### config.mk
export PLATFORM = sky130hd
export DESIGN_NAME = command_apdu_header_parser_top
export DESIGN_NICKNAME = d
export VERILOG_FILES = /design/src/sv/cmdhdr_pkg.sv /design/src/sv/cmdhdr_capture.sv /design/src/sv/cmdhdr_classify.sv /design/src/sv/command_apdu_header_parser_top.sv
export SDC_FILE = /design/constraint.sdc
export NUM_CORES = 1
export LEC_CHECK = 0
export BUFFER_PORTS_ARGS = -buffer_cell sky130_fd_sc_hd__buf_2
export CORE_ASPECT_RATIO = 2
export CORE_MARGIN = 2
export CORE_UTILIZATION = 45
export CTS_CLUSTER_DIAMETER = 150
export DETAILED_ROUTE_END_ITERATION = 16
export SYNTH_ARGS = -nofsm -noshare
export SYNTH_HDL_FRONTEND = slang
export SYNTH_SLANG_ARGS = --single-unit
### constraint.sdc
create_clock -name clk_i -period 6.7 [get_ports clk_i]
set_input_delay 0.67 -clock clk_i [delete_from_list [all_inputs] [get_ports clk_i]]
set_output_delay 0.67 -clock clk_i [all_outputs]
set_load 0.005 [all_outputs]
### src/sv/cmdhdr_pkg.sv
`timescale 1ns / 1ps
`default_nettype none

package cmdhdr_pkg;

  localparam logic [2:0] CaseOne     = 3'd0;
  localparam logic [2:0] CaseTwoS    = 3'd1;
  localparam logic [2:0] CaseThreeS  = 3'd2;
  localparam logic [2:0] CaseFourS   = 3'd3;
  localparam logic [2:0] CaseTwoE    = 3'd4;
  localparam logic [2:0] CaseThreeE  = 3'd5;
  localparam logic [2:0] CaseFourE   = 3'd6;

  localparam logic [2:0] OffsNone    = 3'd0;
  localparam logic [2:0] OffsShort   = 3'd5;
  localparam logic [2:0] OffsExt     = 3'd7;

  localparam logic [16:0] LeShortZero = 17'h00100;
  localparam logic [16:0] LeExtZero   = 17'h10000;

  localparam logic [15:0] MaxLenReset = 16'd1024;
  localparam logic [15:0] CountMax    = 16'hFFFF;

  localparam logic RegMaxDataLen = 1'b0;

  typedef struct packed {
    logic [3:0][7:0] hdr;
    logic [2:0][7:0] lenb;
    logic [15:0]     count;
    logic            ovf;
    logic [7:0]      prev;
    logic [7:0]      cur;
  } snap_t;

  typedef struct packed {
    logic        malformed;
    logic [2:0]  data_offset;
    logic [2:0]  apdu_case;
    logic        extended_form;
    logic [16:0] expected_length;
    logic [15:0] command_length;
    logic [7:0]  param_two;
    logic [7:0]  param_one;
    logic [7:0]  instruction_byte;
    logic [7:0]  class_byte;
  } result_t;

endpackage

`default_nettype wire

### src/sv/cmdhdr_capture.sv
`timescale 1ns / 1ps
`default_nettype none

module cmdhdr_capture import cmdhdr_pkg::*; (
  input  wire logic  clk_i,
  input  wire logic  rst_ni,
  input  wire logic  in_valid_i,
  output logic       in_ready_o,
  input  wire logic  [7:0] in_byte_i,
  input  wire logic  in_last_i,
  output logic       snap_valid_o,
  input  wire logic  snap_ready_i,
  output snap_t      snap_o
);

  logic [15:0]     count_q, count_d;
  logic            ovf_q, ovf_d;
  logic [3:0][7:0] hdr_q, hdr_d;
  logic [2:0][7:0] lenb_q, lenb_d;
  logic [7:0]      prev_q;
  logic            s1_v_q;
  snap_t           snap_q;
  logic            accept;

  assign in_ready_o   = !s1_v_q || snap_ready_i;
  assign accept       = in_valid_i && in_ready_o;
  assign snap_valid_o = s1_v_q;
  assign snap_o       = snap_q;

  always_comb begin
    hdr_d   = hdr_q;
    lenb_d  = lenb_q;
    count_d = count_q;
    ovf_d   = ovf_q;
    if (count_q < 16'd4) begin
      hdr_d[count_q[1:0]] = in_byte_i;
    end else if (count_q < 16'd7) begin
      lenb_d[count_q[1:0]] = in_byte_i;
    end
    if (count_q == CountMax) begin
      ovf_d = 1'b1;
    end else begin
      count_d = count_q + 16'd1;
    end
  end

  always_ff @(posedge clk_i or negedge rst_ni) begin
    if (!rst_ni) begin
      count_q <= '0;
      ovf_q   <= 1'b0;
      hdr_q   <= '0;
      lenb_q  <= '0;
      prev_q  <= '0;
      s1_v_q  <= 1'b0;
    end else begin
      if (in_ready_o) begin
        s1_v_q <= accept && in_last_i;
      end
      if (accept) begin
        if (in_last_i) begin
          count_q <= '0;
          ovf_q   <= 1'b0;
          hdr_q   <= '0;
          lenb_q  <= '0;
          prev_q  <= '0;
        end else begin
          count_q <= count_d;
          ovf_q   <= ovf_d;
          hdr_q   <= hdr_d;
          lenb_q  <= lenb_d;
          prev_q  <= in_byte_i;
        end
      end
    end
  end

  always_ff @(posedge clk_i) begin
    if (accept && in_last_i) begin
      snap_q.hdr   <= hdr_d;
      snap_q.lenb  <= lenb_d;
      snap_q.count <= count_d;
      snap_q.ovf   <= ovf_d;
      snap_q.prev  <= prev_q;
      snap_q.cur   <= in_byte_i;
    end
  end

endmodule

`default_nettype wire

### src/sv/cmdhdr_classify.sv
`timescale 1ns / 1ps
`default_nettype none

module cmdhdr_classify import cmdhdr_pkg::*; (
  input  wire logic  clk_i,
  input  wire logic  rst_ni,
  input  wire logic  [15:0] max_len_i,
  input  wire logic  snap_valid_i,
  output logic       snap_ready_o,
  input  wire snap_t snap_i,
  output logic       res_valid_o,
  input  wire logic  res_ready_i,
  output result_t    res_o
);

  logic        out_v_q;
  result_t     res_q, res_d;
  logic [16:0] len;
  logic [15:0] lc8, lc16;
  logic [16:0] sum5, sum6, sum7, sum9, le16;
  logic        bad;
  logic [15:0] lc;
  logic [16:0] le;
  logic        ext;
  logic [2:0]  kind, offs;

  assign snap_ready_o = !out_v_q || res_ready_i;
  assign res_valid_o  = out_v_q;
  assign res_o        = res_q;

  always_comb begin
    len  = {1'b0, snap_i.count};
    lc8  = {8'd0, snap_i.lenb[0]};
    lc16 = {snap_i.lenb[1], snap_i.lenb[2]};
    sum5 = {1'b0, lc8} + 17'd5;
    sum6 = {1'b0, lc8} + 17'd6;
    sum7 = {1'b0, lc16} + 17'd7;
    sum9 = {1'b0, lc16} + 17'd9;
    le16 = {1'b0, snap_i.prev, snap_i.cur};
    bad  = 1'b0;
    lc   = '0;
    le   = '0;
    ext  = 1'b0;
    kind = CaseOne;
    offs = OffsNone;
    if (snap_i.ovf || len < 17'd4) begin
      bad = 1'b1;
    end else if (len == 17'd4) begin
      kind = CaseOne;
    end else if (len == 17'd5) begin
      kind = CaseTwoS;
      le   = (lc8 != 16'd0) ? {1'b0, lc8} : LeShortZero;
    end else if (lc8 != 16'd0 && len == sum5) begin
      kind = CaseThreeS;
      lc   = lc8;
      bad  = lc8 > max_len_i;
      le   = LeShortZero;
      offs = OffsShort;
    end else if (lc8 != 16'd0 && len == sum6) begin
      kind = CaseFourS;
      lc   = lc8;
      bad  = lc8 > max_len_i;
      le   = (snap_i.cur != 8'd0) ? {9'd0, snap_i.cur} : LeShortZero;
      offs = OffsShort;
    end else if (len == 17'd7) begin
      if (lc8 != 16'd0) begin
        bad = 1'b1;
      end else begin
        kind = CaseTwoE;
        ext  = 1'b1;
        le   = (lc16 != 16'd0) ? {1'b0, lc16} : LeExtZero;
      end
    end else if (lc8 != 16'd0 || len < 17'd7) begin
      bad = 1'b1;
    end else begin
      ext  = 1'b1;
      offs = OffsExt;
      lc   = lc16;
      if (lc16 == 16'd0) begin
        bad = 1'b1;
      end else if (len == sum7) begin
        kind = CaseThreeE;
        bad  = lc16 > max_len_i;
        le   = LeExtZero;
      end else if (len == sum9) begin
        kind = CaseFourE;
        bad  = lc16 > max_len_i;
        le   = (le16 != 17'd0) ? le16 : LeExtZero;
      end else begin
        bad = 1'b1;
      end
    end
    if (bad) begin
      lc   = '0;
      le   = '0;
      ext  = 1'b0;
      kind = CaseOne;
      offs = OffsNone;
    end
    res_d.class_byte       = snap_i.hdr[0];
    res_d.instruction_byte = snap_i.hdr[1];
    res_d.param_one        = snap_i.hdr[2];
    res_d.param_two        = snap_i.hdr[3];
    res_d.command_length   = lc;
    res_d.expected_length  = le;
    res_d.extended_form    = ext;
    res_d.apdu_case        = kind;
    res_d.data_offset      = offs;
    res_d.malformed        = bad;
  end

  always_ff @(posedge clk_i or negedge rst_ni) begin
    if (!rst_ni) begin
      out_v_q <= 1'b0;
    end else if (snap_ready_o) begin
      out_v_q <= snap_valid_i;
    end
  end

  always_ff @(posedge clk_i) begin
    if (snap_valid_i && snap_ready_o) begin
      res_q <= res_d;
    end
  end

endmodule

`default_nettype wire

### src/sv/command_apdu_header_parser_top.sv
// A result word passes through the capture register, then the output register.
// Throughput: one input word per cycle while s_axis_tready is high.
// The output register and the capture stage hold words while the master side stalls.
// Reset: asynchronous, active low; clears the counter, captures and valid flags,
// and sets max_data_length to 1024.
`timescale 1ns / 1ps
`default_nettype none

module command_apdu_header_parser_top import cmdhdr_pkg::*; (
  input  wire logic        clk_i,
  input  wire logic        rst_ni,
  input  wire logic        s_axis_tvalid,
  output logic             s_axis_tready,
  input  wire logic [7:0]  s_axis_tdata,   // [7:0] cmd_byte
  input  wire logic        s_axis_tlast,   // last_byte
  output logic             m_axis_tvalid,
  input  wire logic        m_axis_tready,
  // [7:0] class_byte, [15:8] instruction_byte, [23:16] param_one, [31:24] param_two,
  // [47:32] command_length, [64:48] expected_length, [65] extended_form,
  // [68:66] apdu_case, [71:69] data_offset, [72] malformed, [79:73] zero
  output logic [79:0]      m_axis_tdata,
  input  wire logic        psel,
  input  wire logic        penable,
  input  wire logic        pwrite,
  input  wire logic [2:0]  paddr,
  input  wire logic [31:0] pwdata,
  output logic [31:0]      prdata,
  output logic             pready
);

  logic [15:0] max_len_q;
  logic        snap_valid, snap_ready;
  snap_t       snap;
  result_t     res;

  assign pready = 1'b1;
  assign prdata = (paddr[2] == RegMaxDataLen) ? {16'd0, max_len_q} : 32'd0;

  always_ff @(posedge clk_i or negedge rst_ni) begin
    if (!rst_ni) begin
      max_len_q <= MaxLenReset;
    end else if (psel && penable && pwrite && pready && paddr[2] == RegMaxDataLen) begin
      max_len_q <= pwdata[15:0];
    end
  end

  cmdhdr_capture u_capture (
    .clk_i        (clk_i),
    .rst_ni       (rst_ni),
    .in_valid_i   (s_axis_tvalid),
    .in_ready_o   (s_axis_tready),
    .in_byte_i    (s_axis_tdata),
    .in_last_i    (s_axis_tlast),
    .snap_valid_o (snap_valid),
    .snap_ready_i (snap_ready),
    .snap_o       (snap)
  );

  cmdhdr_classify u_classify (
    .clk_i        (clk_i),
    .rst_ni       (rst_ni),
    .max_len_i    (max_len_q),
    .snap_valid_i (snap_valid),
    .snap_ready_o (snap_ready),
    .snap_i       (snap),
    .res_valid_o  (m_axis_tvalid),
    .res_ready_i  (m_axis_tready),
    .res_o        (res)
  );

  assign m_axis_tdata = {7'd0, res};

endmodule

`default_nettype wire
==> results of run 1 <==
## registers in the layout, summed over array words and instances, names as in the netlist
register and cells:
max_len_q 16, u_capture.count_q 16, u_capture.hdr_q 32, u_capture.lenb_q 24
u_capture.ovf_q 1, u_capture.prev_q 8, u_capture.snap_o 89, u_capture.snap_valid_o 1
u_classify.res_o 72, u_classify.res_valid_o 1
## power by group
part	internal [W]	leakage, nW	total [W]	switching [W]
Combinational	0.000206	2.55	0.000486	0.000280
Sequential	0.00185	2.86	0.00194	0.0000906
Clock	0.000742	0.387	0.00137	0.000628
Total	0.00279	5.80	0.00379	0.000998
## stage by stage
step	total power (W)	setup WS [ns]	area [um2]	instances	hold slack (ns)
4_1_cts	0.00383	2.96	14200	1505	0.190
5_1_grt	0.00396	2.69	14200	1505	0.221
3_5_place_dp	0.00246	2.97	13400	1459	0.405
2_1_floorplan	0.00228	1.15	12800	1062	0.374
3_3_place_gp	0.00244	2.97	13400	1459	0.404
6_report	0.00379	2.94	14200	1506	0.166
## worst paths after layout
path | slack [ns] | start | endpoint | cells after the start
worst max-delay path | 2.94 | u_capture.snap_o[54] | u_classify.res_o[56] | 9
worst min-delay path | 0.17 | rst_ni | u_capture.hdr_q[3] | 1
worst max register to register | 2.94 | u_capture.snap_o[54] | u_classify.res_o[56] | 9
worst min register to register | 0.42 | u_capture.snap_o[61] | u_classify.res_o[4] | 0
max in group asynchronous | 5.39 | rst_ni | max_len_q[5] | 2
min in group clk_i | 0.34 | pwdata[8] | max_len_q[8] | 2
## worst max-delay path, cell delays in order, from the launching register on
cell and delay (ns):
edfxtp_1 0.81, and3_1 0.55, nand2_1 0.15, or4_1 0.43, a311oi_1 0.34, nand3_2 0.16
a2bb2o_2 0.32, a221oi_2 0.10, or2_4 0.40, a221oi_2 0.30
## kinds of logic (layout without fill, tap and decap cells)
family / count (synthesis) / in the layout / synth area share, %
buffers and inverters: 116 / 203 / 4.37
AO/OA/AOI/OAI: 208 / 208 / 12.1
flip-flops: 260 / 260 / 57.7
other: 2 / 25 / 0.0592
adder cells (fa/ha/maj): 35 / 35 / 3.45
XOR/XNOR: 53 / 53 / 3.66
multiplexers: 79 / 79 / 6.97
AND/OR/NAND/NOR: 287 / 287 / 11.8
## per-layer routing
layer	GRT usage (%)	share of wire, %	vias up	routed length, um
met5	0	0.043	-	14
met2	37.1	50	270	16200
met4	8.01	2.8	2	894
met1	29.5	41	4255	13200
met3	2.64	5.9	59	1890
li1	-	-	4015	-
## cell usage in the layout (no fill, tap or decap), drive strengths merged, types with 3 or more instances in the layout
master,synthesis,routed
ha,35,35
mux2i,5,5
clkbuf,52,34
a22o,60,60
nand4,23,23
nor4,22,22
nand3,19,19
a211oi,4,4
o22ai,4,4
conb,2,24
edfxtp,161,161
or4,6,6
nand2,71,71
clkinv,0,7
nand2b,7,7
and2,13,13
mux2,74,74
o31ai,7,7
a21o,4,4
a31oi,5,5
nor2b,11,11
and3,11,11
inv,28,32
a21oi,26,26
o21ai,42,42
nand4b,3,3
buf,36,129
or2,6,6
nor3,18,18
dfrtp,98,98
a22oi,26,26
xor2,24,24
and3b,8,8
nor2,62,62
xnor2,29,29
a2bb2oi,5,5
## cell type report
cell class,instances,share of cell area (%)
clock inverter,12,0.598
antenna,1,0.0176
tap,356,3.13
timing repair buffer,129,4.66
multi-input combinational,686,34.5
inverter,28,0.739
clock buffer,34,4.92
sequential,260,51.4
==> run_results.csv, run 1 <==
group,metric,value,unit
outcome,status,"completed",
detailed_routing,totalWireLength,32.3,mm
placement,io_buffers,123,
cts,cts_resized,0,
cts,clkTransAtPathRegs,0.07,ns
placement,gp_congestion,0.902,
job,drv_cap,0,
logic_synthesis,synth_seq_cells,260,
logic_synthesis,seq_area_frac_synth,57.7,%
logic_synthesis,synth_area,0.0127,mm2
global_routing,grt_pass1_wl,50.0,mm
sta,period_share,56.1,%
worst_setup_path,worst-setup-path-type,"register to register",
finish,fin_util,50.9,%
floorplan,num_rows,87,
finish,final_nets,1216,
logic_synthesis,yosysUniqueCellTypes,70,
global_routing,grtUsageTotal,22.1,%
worst_setup_path,endpoint_kind,"register",
global_routing,antenna_found_initial,2,
pwr,p_leak,5.80,nW
global_routing,grt_max_degree,83,
floorplan,num_io_pins,166,
worst_setup_path,crit_arrival,4.14,ns
detailed_routing,drc,0,
detailed_routing,drtPass1Iterations,5,
sta,clock_skew,0.0190,ns
placement,dp_hpwl,21.8,mm
finish,fillCellCount,2486,
floorplan,start_util,45.3,%
logic_synthesis,async_flop_share,38.1,%
global_routing,grt_pass1_vias,8671,
logic_synthesis,ys.flop_type,"edfxtp_1",
cts,post-cts-setup-buffers,0,
sta,maxSlewViolCount,0,
worst_setup_path,crit_required,7.08,ns
logic_synthesis,ys.warnings.count,0,
finish,drive_above_1_share,22.7,%
cts,postCtsHoldBufs,0,
logic_synthesis,synthTopCellsByCount,"161 x edfxtp_1, 98 x dfrtp_1, 74 x mux2_2, 71 x nand2_1, 62 x nor2_1",
finish,area_delta_synth_final,12.2,%
logic_synthesis,yosysMostFrequentCell,"edfxtp_1",
global_routing,grt-ovfl-total,0,
sta,setup_tns,0,ns
sta,max_freq,266,MHz
logic_synthesis,synth_edf_count,161,
sta,finalHoldViolations,0,
detailed_routing,vias_per_cell,5.71,
detailed_routing,drt_iter0_drc,651,
worst_setup_path,crit_path_start_kind,"register",
logic_synthesis,postSynthCellCount,1040,
logic_synthesis,yosysTopAreaCellShare,38.1,%
floorplan,die_h,241,um
sta,setup_viol,0,
detailed_routing,ant_nets,0,
sta,grt_setup_unrepaired,"false",
floorplan,coreArea,0.0280,mm2
logic_synthesis,synth_area_leaders,"edfxtp_1 38%, dfrtp_1 19%, mux2_2 6.6%",
cts,clk_latency,0.56,ns
cts,ctsHtreeMaxLevel,1,
sta,tightest_slew,1.04,ns
floorplan,die_area,0.0296,mm2
finish,seqCellArea,0.00731,mm2
floorplan,die_w,123,um
cts,cts_buffer_depth,3,
finish,multi_input_area,0.00492,mm2
detailed_routing,wl_per_cell,21.4,um
logic_synthesis,synth.avg_cell_area,12.2,um2
cts,numCtsBuffers,25,
pwr,ir_drop,0.000208,V
sta,finalCriticalPeriod,3.76,ns
worst_setup_path,critPathMaxFanout,24,
cts,cts_tree,"done",
min_path,hold_class,"primary input to asynchronous set/reset pin",
detailed_routing,vias,8601,
sta,maxSlewHeadroom,30.7,%
pwr,pwr_density_cell,267,mW/mm2
cts,cts-root-buf,"clkbuf_16",
cts,clock_sinks,260,
logic_synthesis,synth_top_area_cell,"edfxtp_1",
(Power assumes the default switching activity.)
==> inputs of run 2 (changes only) <==
Clock period 6.7 ns to 3.6 ns, I/O delays scaled along.
==> run 2 against run 1 <==
Compared with the run above:
- cell area rose by 2.3%
- non-clock buffer count up 43
- critical endpoint is now u_classify.res_o[64]
- cell count grew 2.5%
- power up 85%
- wire length shrank 0.17%
- critical path type unchanged
- register-to-register slack worse by 2.7 ns
- clock skew is 0.0021 ns higher
- critical path depth rose by 2
- clock-buffer cell count is 9 lower
- maximum frequency up 11%
- sequential power rose by 84%
==> run_results.csv, run 2 (synthesized netlist as in run 1, its figures left out) <==
group,metric,value,unit
outcome,status,"completed",
worst_setup_path,ff2ff_setup_slack,0.20,ns
global_routing,grt-ovfl-total,0,
floorplan,coreArea,0.0280,mm2
cts,clkTransAtPathRegs,0.08,ns
sta,clock_skew,0.0211,ns
worst_setup_path,endpoint_kind,"register",
sta,max_freq,294,MHz
placement,dp_hpwl,22.7,mm
worst_setup_path,crit_required,3.89,ns
cts,cts_tree,"done",
sta,finalCriticalPeriod,3.40,ns
worst_setup_path,crit_path_start_kind,"register",
sta,finalHoldViolations,0,
detailed_routing,drc,0,
sta,period_share,94.3,%
cts,clock_sinks,260,
detailed_routing,vias_per_cell,5.71,
pwr,power.total,0.00700,W
finish,seqCellArea,0.00731,mm2
worst_setup_path,critPathMaxFanout,9,
floorplan,num_rows,87,
finish,final_nets,1257,
cts,ctsHtreeMaxLevel,1,
cts,clk_latency,0.55,ns
cts,numCtsBuffers,23,
pwr,pwr_density_cell,481,mW/mm2
cts,postCtsHoldBufs,1,
global_routing,grt_max_degree,67,
cts,cts-root-buf,"clkbuf_16",
floorplan,num_io_pins,166,
sta,setup_tns,0,ns
detailed_routing,drtPass1Iterations,5,
finish,final_cell_area,0.0146,mm2
finish,antennaDiodeCount,0,
pwr,ir_drop,0.000334,V
worst_setup_path,startpoint,"u_capture.snap_o[50]",
cts,cts_resized,0,
floorplan,die_area,0.0296,mm2
worst_setup_path,max_stage_delay,0.60,ns
cts,post-cts-setup-buffers,0,
pwr,p_leak,6.00,nW
global_routing,grt_pass1_wl,49.9,mm
finish,final_cell_mix,"161 x edfxtp_1, 122 x buf_2, 98 x dfrtp_1",
placement,gp_congestion,0.927,
finish,largest_reg_flops,89,
finish,drive_above_1_share,25.3,%
cts,cts_buffer_depth,3,
worst_setup_path,path_cells,"inv_1 -> ha_1 -> nor4b_1 -> nand4_1 -> nand4b_4 -> a211oi_1 -> and3_1 -> a2bb2o_2 -> a21oi_1 -> nor3_1 -> nor2b_1",
global_routing,grtUsageTotal,21.9,%
placement,place_area,0.0138,mm2
global_routing,grt_pass1_vias,8773,
floorplan,start_util,45.3,%
worst_setup_path,crit_slowest_cell,"a21oi_1",
worst_setup_path,crit_arrival,3.69,ns
sta,setup_viol,0,
detailed_routing,totalWireLength,32.2,mm
finish,fillCellCount,2467,
floorplan,die_h,241,um
detailed_routing,ant_nets,0,
sta,maxSlewHeadroom,30.7,%
worst_setup_path,worst-setup-path-type,"register to register",
min_path,hold_class,"primary input to register",
worst_setup_path,r2r_start,"u_capture.snap_o[50]",
min_path,holdCritStartpoint,"pwdata[8]",
floorplan,die_w,123,um
finish,fin_util,52.0,%
finish,multi_input_area,0.00492,mm2
finish,final_common_cell,"edfxtp_1",
global_routing,antenna_found_initial,0,
sta,grt_setup_unrepaired,"false",
finish,area_delta_synth_final,14.7,%
job,drv_cap,0,
detailed_routing,drt_iter0_drc,724,
placement,io_buffers,123,
detailed_routing,vias,8814,
detailed_routing,wl_per_cell,20.9,um
sta,tightest_slew,1.04,ns
sta,maxSlewViolCount,0,
run 2: metrics by stage:
| step | hold slack (ns) | cells | worst slack [ns] |
|---|---|---|---|
| floorplan | 0.0644 | 1062 | 0.378 |
| global placement | 0.404 | 1501 | 0.295 |
| detailed placement | 0.408 | 1501 | 0.265 |
| CTS | 0.00737 | 1544 | 0.247 |
| global route | 0.0269 | 1544 | 0.0747 |
| finish | 0.0321 | 1544 | 0.204 |
run 2: critical path: cells and delay by family, from the launching register on:
| kind | cells | cell delay, ns |
|---|---|---|
| buffers and inverters | 1 | 0.15 |
| adder cells (fa/ha/maj) | 1 | 0.15 |
| AO/OA/AOI/OAI | 3 | 0.92 |
| AND/OR/NAND/NOR | 6 | 1.35 |
| flip-flops | 1 | 0.57 |
run 2: per-layer routing:
| metal | vias up | wire [um] | global-route usage (%) |
|---|---|---|---|
| li1 | 4091 | - | - |
| met1 | 4336 | 12900 | 28.0 |
| met2 | 306 | 16400 | 37.7 |
| met3 | 81 | 1690 | 2.66 |
| met4 | 0 | 1240 | 8.57 |
| met5 | - | 0 | 0 |
run 2: where the power goes:
part	leakage, nW	internal [W]	switching, W	total [W]
logic	2.78	0.000416	0.000560	0.000975
clock network	0.366	0.00133	0.00113	0.00246
registers	2.86	0.00343	0.000138	0.00357
total	6.00	0.00518	0.00182	0.00700
run 2: path summary, 6_finish.rpt:
| path | end | cells past startpoint |
|---|---|---|
| setup / recovery | u_classify.res_o[64] | 11 |
| hold reg to reg | u_classify.res_o[14] | 0 |
| min in group asynchronous | u_capture.hdr_q[3] | 2 |
| setup reg to reg | u_classify.res_o[64] | 11 |
| max in group asynchronous | max_len_q[10] | 3 |
| hold / removal | max_len_q[8] | 2 |
run 2: cell type report:
type                    instances  area share, %
clock inverters                17           1.04
repair buffers                172           7.14
flip-flops and latches        260           50.3
clock buffers                  25           4.01
inverters                      28          0.722
multi-input cells             686           33.8
well taps                     356           3.06
==> inputs of run 3 (changes only) <==
Settings changed: REMOVE_ABC_BUFFERS from default to 1.
==> run 3 against run 2 <==
Compared with the run above:
- clock power shrank 2%
- critical path depth fell by 2
- via count is 1.1% higher
- clock-buffer cell count up 7
- hold slack improved by 0.0089 ns
- setup slack got worse by 0.013 ns
- maximum frequency down 0.38%
- combinational power grew 1%
- highest routed layer unchanged
==> run_results.csv, run 3 (synthesized netlist as in run 1, its figures left out) <==
group,metric,value,unit
outcome,status,"completed",
global_routing,grt_max_degree,74,
finish,final_nets,1264,
finish,largest_reg_flops,89,
sta,finalCriticalPeriod,3.41,ns
finish,area_delta_synth_final,15.0,%
finish,final_common_cell,"edfxtp_1",
worst_setup_path,crit_path_frequent_cell,"a221oi_2",
pwr,ir_drop,0.000425,V
cts,clkTransAtPathRegs,0.07,ns
worst_setup_path,endpoint_kind,"register",
global_routing,grtUsageTotal,22.3,%
sta,holdWs,0.0410,ns
sta,clock_skew,0.0239,ns
finish,drive_above_1_share,25.6,%
global_routing,antenna_found_initial,0,
detailed_routing,totalWireLength,32.9,mm
finish,final_cell_mix,"161 x edfxtp_1, 122 x buf_2, 98 x dfrtp_1",
cts,clock_sinks,260,
floorplan,start_util,45.3,%
detailed_routing,drc,0,
cts,cts_buffer_depth,3,
worst_setup_path,crit_slowest_cell,"edfxtp_1",
detailed_routing,wl_per_cell,21.2,um
worst_setup_path,critPathMaxFanout,22,
cts,ctsHtreeMaxLevel,1,
sta,finalHoldViolations,0,
worst_setup_path,crit_required,3.95,ns
pwr,p_leak,6.02,nW
detailed_routing,drtPass1Iterations,7,
sta,period_share,94.7,%
sta,setup_viol,0,
sta,maxSlewHeadroom,34.4,%
worst_setup_path,crit_arrival,3.76,ns
placement,io_buffers,123,
global_routing,grt-ovfl-total,0,
detailed_routing,vias_per_cell,5.74,
cts,numCtsBuffers,24,
worst_setup_path,max_stage_delay,0.74,ns
pwr,power.total,0.00696,W
placement,dp_hpwl,23.0,mm
global_routing,grt_pass1_wl,50.4,mm
sta,tightest_slew,0.984,ns
floorplan,num_rows,87,
sta,grt_setup_unrepaired,"false",
cts,clk_latency,0.55,ns
floorplan,die_w,123,um
cts,cts_tree,"done",
global_routing,grt_pass1_vias,8912,
cts,postCtsHoldBufs,1,
finish,antennaDiodeCount,0,
floorplan,die_h,241,um
detailed_routing,drt_iter0_drc,594,
min_path,hold_class,"primary input to register",
cts,cts-root-buf,"clkbuf_16",
floorplan,num_io_pins,166,
sta,max_freq,293,MHz
detailed_routing,vias,8913,
cts,cts_resized,0,
worst_setup_path,path_cells,"a21oi_1 -> or4_1 -> a311oi_1 -> buf_4 -> nand3_2 -> a2bb2o_2 -> a221oi_2 -> or2_4 -> a221oi_2",
pwr,pwr_density_cell,477,mW/mm2
sta,maxSlewViolCount,0,
worst_setup_path,crit_path_start_kind,"register",
cts,post-cts-setup-buffers,0,
placement,dp_slack,0.239,ns
sta,fin_ws,0.191,ns
job,drv_cap,0,
floorplan,die_area,0.0296,mm2
detailed_routing,ant_nets,0,
worst_setup_path,worst-setup-path-type,"register to register",
placement,gp_congestion,0.924,
floorplan,coreArea,0.0280,mm2
run 3: changes by cell type in the layout (fill, tap and decap cells not counted), sizes merged:
| cell | delta |
|---|---|
| bufinv | -2 |
| clkinv | -4 |
| clkinvlp | +1 |
| clkbuf | +7 |
| buf | +6 |
run 3: layout make-up:
cell class              count  area [um2]
clock inverters            12        72.6
repair buffers            178        1070
clock buffers              32         661
inverters                  28         105
well taps                 356         445
fillers                  2455       13400
multi-input cells         686        4920
flip-flops and latches    260        7310
run 3: worst max-delay path, delay by kind of cell, from the launching register on:
kind | cells | cell delay (ns)
flops | 1 | 0.74
compound gates | 5 | 1.27
simple gates | 3 | 1.01
buf+inv | 1 | 0.18
run 3: path summary, 6_finish.rpt:
path / startpoint / to / slack (ns) / depth (start not counted)
max: u_capture.snap_o[51] / u_classify.res_o[56] / 0.19 / 9
min: pwdata[14] / max_len_q[14] / 0.04 / 2
max reg2reg: u_capture.snap_o[51] / u_classify.res_o[56] / 0.19 / 9
min reg2reg: u_capture.snap_o[65] / u_classify.res_o[8] / 0.42 / 0
max in group asynchronous: rst_ni / u_capture.lenb_q[6] / 2.39 / 3
min in group asynchronous: rst_ni / u_capture.hdr_q[30] / 0.37 / 2
run 3: per-stage QoR:
stage / cells / instance area (um2) / setup TNS (ns) / util (%)
2_1_floorplan: 974 / 12300 / -290.32 / -
3_3_place_gp: 1507 / 13800 / 0 / 49.5
3_5_place_dp: 1507 / 13800 / 0 / 49.5
4_1_cts: 1552 / 14600 / 0 / 52.1
5_1_grt: 1552 / 14600 / 0 / 52.1
6_report: 1552 / 14600 / 0 / 52.1
run 3: layer usage:
metal	wire, um	global-route usage [%]	vias up
met1	13100	27.6	4434
met3	1640	3.18	77
met5	0	0	-
met4	1230	8.64	0
li1	-	-	4113
met2	17000	38.8	289
run 3: where the power goes:
group | switching [W] | total [W] | internal, W
clock network | 0.00111 | 0.00240 | 0.00130
logic | 0.000573 | 0.000989 | 0.000416
registers | 0.000133 | 0.00357 | 0.00344
total | 0.00182 | 0.00696 | 0.00515
